===== config.mk =====
export PLATFORM = sky130hd
export DESIGN_NAME = rsegt_ctrl
export DESIGN_NICKNAME = d
export VERILOG_FILES = /design/src/range_segment_translator_defines.svh /design/src/rsegt_pkg.sv /design/src/rsegt_ctrl.sv
export SDC_FILE = /design/constraint.sdc
export NUM_CORES = 1
export LEC_CHECK = 0
export BUFFER_PORTS_ARGS = -buffer_cell sky130_fd_sc_hd__buf_2
export CAP_MARGIN = 25
export CORE_MARGIN = 2
export CORE_UTILIZATION = 45
export DETAILED_ROUTE_END_ITERATION = 7
export GPL_ROUTABILITY_DRIVEN = 1
export PLACE_DENSITY = 0.77
export RECOVER_POWER = 50
export SLEW_MARGIN = 20
export SYNTH_ARGS = -nofsm -noshare
export SYNTH_HDL_FRONTEND = slang
export SYNTH_SLANG_ARGS = --single-unit

===== constraint.sdc =====
create_clock -name clk_i -period 2.19 [get_ports clk_i]
set_clock_uncertainty 0.05 [all_clocks]
set_input_delay 0.438 -clock clk_i [delete_from_list [all_inputs] [get_ports clk_i]]
set_output_delay 0.438 -clock clk_i [all_outputs]
set_load 0.05 [all_outputs]

===== src/range_segment_translator_defines.svh =====
// ----------------------------------------------------------------------------
// range segment translator assertion macros
// shared macros for concurrent checks, clocked on clk_i, reset by rst_ni
// ----------------------------------------------------------------------------
`ifndef RANGE_SEGMENT_TRANSLATOR_DEFINES_SVH
`define RANGE_SEGMENT_TRANSLATOR_DEFINES_SVH

`ifndef NO_ASSERTIONS
// check held outside reset
`define RSEGT_ASSERT(lbl, prop, msg) \
  lbl: assert property (@(posedge clk_i) disable iff (!rst_ni) (prop)) else $error(msg);
// implication held outside reset
`define RSEGT_ASSERT_IMP(lbl, ante, cons, msg) \
  lbl: assert property (@(posedge clk_i) disable iff (!rst_ni) (ante) |-> (cons)) \
    else $error(msg);
`else
`define RSEGT_ASSERT(lbl, prop, msg)
`define RSEGT_ASSERT_IMP(lbl, ante, cons, msg)
`endif

`endif


===== src/rsegt_pkg.sv =====
// ----------------------------------------------------------------------------
// rsegt_pkg
// shared types and constants of the range segment translator
// ----------------------------------------------------------------------------
`default_nettype none

package rsegt_pkg;

  localparam int FIELD_W          = 48;
  localparam int MAX_SEGMENTS_DEF = 16;
  localparam int ADDR_BITS_DEF    = 48;

  typedef enum logic [1:0] {
    CMD_CLEAR     = 2'd0,
    CMD_INSERT    = 2'd1,
    CMD_TRANSLATE = 2'd2,
    CMD_UNUSED    = 2'd3
  } command_e;

  typedef struct packed {
    logic [1:0]         command;
    logic [FIELD_W-1:0] seg_dest;
    logic [FIELD_W-1:0] seg_source;
    logic [FIELD_W-1:0] seg_length;
    logic [FIELD_W-1:0] range_start;
    logic [FIELD_W-1:0] range_length;
  } item_t;

  typedef struct packed {
    logic [FIELD_W-1:0] piece_start;
    logic [FIELD_W-1:0] piece_length;
    logic               piece_mapped;
    logic               status;
    logic               last;
  } result_t;

  // controller to datapath
  typedef struct packed {
    logic ld_in;
    logic ack;
    logic ins_chk;
    logic ins_shift;
    logic tr_load;
    logic tr_rd;
    logic tr_se;
    logic tr_chk;
    logic tr_pre;
    logic tr_map;
    logic tr_end;
    logic tr_fin;
  } ctrl_cmd_t;

  // datapath to controller
  typedef struct packed {
    logic [1:0] command;
    logic       full;
    logic       shift_more;
    logic       rd_ok;
    logic       meet;
  } ctrl_sts_t;

endpackage

`default_nettype wire


===== src/rsegt_ctrl.sv =====
// ----------------------------------------------------------------------------
// rsegt_ctrl
// sequencer for clear, insert and translate commands
// ----------------------------------------------------------------------------
`default_nettype none

module rsegt_ctrl (
  input  logic                clk_i,
  input  logic                rst_ni,
  input  logic                start_i,
  input  rsegt_pkg::ctrl_sts_t sts_i,
  output rsegt_pkg::ctrl_cmd_t cmd_o,
  output logic                busy_o
);
  import rsegt_pkg::*;

  typedef enum logic [11:0] {
    S_IDLE      = 12'b0000_0000_0001,
    S_ACK       = 12'b0000_0000_0010,
    S_INS_CHK   = 12'b0000_0000_0100,
    S_INS_SHIFT = 12'b0000_0000_1000,
    S_TR_LOAD   = 12'b0000_0001_0000,
    S_TR_RD     = 12'b0000_0010_0000,
    S_TR_SE     = 12'b0000_0100_0000,
    S_TR_CHK    = 12'b0000_1000_0000,
    S_TR_PRE    = 12'b0001_0000_0000,
    S_TR_MAP    = 12'b0010_0000_0000,
    S_TR_END    = 12'b0100_0000_0000,
    S_TR_FIN    = 12'b1000_0000_0000
  } state_e;

  state_e state_q, state_d;

  always_comb begin
    state_d = state_q;
    cmd_o   = '0;
    unique case (state_q)
      S_IDLE: begin
        if (start_i) begin
          cmd_o.ld_in = 1'b1;
          unique case (command_e'(sts_i.command))
            CMD_INSERT:    state_d = S_INS_CHK;
            CMD_TRANSLATE: state_d = S_TR_LOAD;
            default:       state_d = S_ACK;
          endcase
        end
      end
      S_ACK: begin
        cmd_o.ack = 1'b1;
        state_d   = S_IDLE;
      end
      S_INS_CHK: begin
        cmd_o.ins_chk = 1'b1;
        state_d       = sts_i.full ? S_IDLE : S_INS_SHIFT;
      end
      S_INS_SHIFT: begin
        cmd_o.ins_shift = 1'b1;
        if (!sts_i.shift_more) state_d = S_IDLE;
      end
      S_TR_LOAD: begin
        cmd_o.tr_load = 1'b1;
        state_d       = S_TR_RD;
      end
      S_TR_RD: begin
        cmd_o.tr_rd = 1'b1;
        state_d     = sts_i.rd_ok ? S_TR_SE : S_TR_END;
      end
      S_TR_SE: begin
        cmd_o.tr_se = 1'b1;
        state_d     = S_TR_CHK;
      end
      S_TR_CHK: begin
        cmd_o.tr_chk = 1'b1;
        state_d      = S_TR_PRE;
      end
      S_TR_PRE: begin
        cmd_o.tr_pre = 1'b1;
        state_d      = sts_i.meet ? S_TR_MAP : S_TR_RD;
      end
      S_TR_MAP: begin
        cmd_o.tr_map = 1'b1;
        state_d      = S_TR_RD;
      end
      S_TR_END: begin
        cmd_o.tr_end = 1'b1;
        state_d      = S_TR_FIN;
      end
      S_TR_FIN: begin
        cmd_o.tr_fin = 1'b1;
        state_d      = S_IDLE;
      end
      default: state_d = S_IDLE;
    endcase
  end

  always_ff @(posedge clk_i or negedge rst_ni) begin
    if (!rst_ni) begin
      state_q <= S_IDLE;
    end else begin
      state_q <= state_d;
    end
  end

  assign busy_o = (state_q != S_IDLE);

endmodule

`default_nettype wire


==> flow_summary.yaml <==
status:
  status: "completed"
sta:
  worst_slack_ns: 0.0484
  max_freq_ghz: 0.467
  finalCriticalPeriod_ns: 2.14
  relSlewSlack_pct: 59.8
  tightest_slew_ns: 0.603
  fin_crit_sh_pct: 97.8
  setup_violations: 0
  slew_viol_final: 0
  rsz0062_at_grt: "yes"
  hold_violations: 0
layout:
  largest_registers: "state_q (12)"
  antenna_cells: 0
  final_layout_size_suffix_gt1_share_pct: 52.0
  synthToLayoutAreaGrowth_pct: 39.1
  largest_reg_flops: 12
  nNetsFinal: 112
  final_cells: 116
  regMostFlops: "state_q"
placed_design:
  port_buffers: 21
  dp_slack_ns: 0.153
  globalplace.congestion: 0.774
  place_hpwl_mm: 1.14
  dp.cells: 106
clock_tree:
  root_buffer: "clkbuf_4"
  cts_tree: "yes"
  clkLatencyLatePin_ns: 0.26
  path_clk_slew_ns: 0.07
  cts_buffer_depth: 2
  numCtsBuffers: 3
  cts.htree.levels: 1
  clock_sinks: 12
synth:
  synthDistinctLibCells: 26
  synth_area_sq_um: 719
  synth-seq-cells: 12
  synthTopCellsByArea: "dfrtp_1 38%, nor4b_1 9.7%, and3_2 6.3%"
  async_flop_share_pct: 100
  synth-seq-area-share_pct: 41.9
  synth_most_common_cell: "dfrtp_1"
  synth-edff-count: 0
  postSynthAreaPerCell_sq_um: 10.6
  synthTopCellsByCount: "11 x dfrtp_1, 8 x nor4b_1, 6 x and3_2"
  synthDominantCellAreaShare_pct: 38.3
  synth_warnings: 0
  ys.flop_type: "dfrtp_1"
  synth_fp_nets: 79
  yosysTopAreaCell: "dfrtp_1"
  syn_inst: 68
grt:
  grt_max_degree: 13
  overflow: 0
  antenna_found_initial: 0
  gr-usage-all-layers_pct: 17.3
  first_global_vias: 577
  grt_pass1_wl_mm: 2.41
floorplanning:
  dieWidth_microns: 44.0
  placementRows: 14
  start_util_pct: 47.8
  io_pins: 22
  design.core.area_sq_um: 1510
  dieArea_sq_um: 1930
  die_h_microns: 44.0
setup_path:
  slowest_stage: "dfrtp_2"
  cp-end-kind: "output port"
  cp_max_fo: 6
  cp-start-kind: "flop"
  regToRegEndpoint: "state_q[0]"
  worstPathRequired_ns: 1.70
  r2r_start: "state_q[0]"
  cp.arrival_ns: 1.65
  cp_slowest_stage_delay_ns: 0.44
  r2r_slack_ns: 0.49
  path_cells: "nor4_4 > and2_4 > and4b_4 > buf_8"
  path_class: "flop to output port"
  rr_worst_depth: 6
drt:
  wl_met2_microns: 751
  drc: 0
  detail_route.wl_per_cell_microns: 13.4
  met3_length_microns: 81
  wl_met1_microns: 691
  first_pass_iters: 4
  drt_iter0_markers: 6
  ant_nets: 0
  drt_wl_total_mm: 1.55
  vias: 648
  vias_per_cell: 5.59
  highest_layer: "met4"
hold_path:
  worstHoldPathType: "input port to flop"
  min_from: "sts_i[1]"
  whs_path_depth: 2
  hold_path_end: "state_q[10]"
power:
  power_uw: 751
  leakagePower_uw: 0.000510
  max-vdd-ir-drop_uv: 512
  power.density_nw_per_um2: 750
job:
  max-cap-violations: 0
[stage by stage]
step	util (%)	hold WS (ns)	area, sq um	TNS (ns)
global route	66.4	0.269	1000	-0.0132
detailed placement	56.8	0.273	856	0
global placement	56.8	0.265	856	0
floorplan	-	0.0924	719	0
finish	66.4	0.271	1000	0
CTS	60.6	0.261	913	0
[critical path: cells and delay by family (launching register included)]
kind                   cells  cell delay (ns)
DFF                        1             0.44
buffers and inverters      1             0.15
and+or+nand+nor            3             0.80
[cells by family (layout without fill, tap and decap cells)]
| kind of cell | Yosys count | in the layout | share of synthesized area, % |
|---|---|---|---|
| adder cells (fa/ha/maj) | 2 | 2 | 3.48 |
| AO/OA/AOI/OAI | 5 | 5 | 5.22 |
| AND/OR/NAND/NOR | 42 | 42 | 45.0 |
| XOR/XNOR | 1 | 1 | 1.22 |
| buffers and inverters | 6 | 38 | 3.13 |
| flip-flops | 12 | 12 | 41.9 |
[cells in the final DEF (no fill, tap or decap), types with 3 or more instances in the layout]
master,count
and3_1,4
and2_1,5
and3_2,7
dfrtp_1,6
nor2_1,3
clkbuf_4,9
buf_2,9
inv_1,4
dfrtp_2,5
nor4b_1,6
buf_6,3
buf_4,8
[power by group]
group	switching [uW]	internal, uW
logic	196	142
registers	31.0	248
clock network	63.6	70.4
total	291	460
[worst max path at each step]
stage | start | end | slack, ns
6_report | state_q[11] | cmd_o[9] | 0.05
5_1_grt | state_q[6] | cmd_o[9] | -0.01
4_1_cts | state_q[8] | cmd_o[11] | 0.007
3_5_place_dp | state_q[5] | cmd_o[9] | 0.15
3_3_place_gp | state_q[5] | cmd_o[9] | 0.20
2_1_floorplan | state_q[8] | cmd_o[8] | 0.21
[layer usage]
layer  vias to the layer above  track usage (%)
li1                        322                -
met1                       297             22.2
met2                        25             26.8
met3                         4             1.25
met4                         0             13.3
met5                         -                0
[timing repair]
| action | in CTS | in global routing |
|---|---|---|
| setup endpoints to repair | 5 | 12 |
| hold buffers | 1 | 0 |
| pin swaps | 1 | 2 |
| resized for setup | 5 | 22 |
| setup buffers | 1 | 4 |
| gates cloned | 0 | 0 |
| hold endpoints to repair | 11 | 0 |
[layout make-up]
type,instances,area (sq um)
Clock buffer,4,26.3
Fill cell,130,505
Inverter,5,18.8
Multi-Input combinational cell,50,415
Sequential cell,12,308
Tap cell,16,20.0
Timing Repair Buffer,29,213
Note: power is estimated with default switching activity, not from simulation.
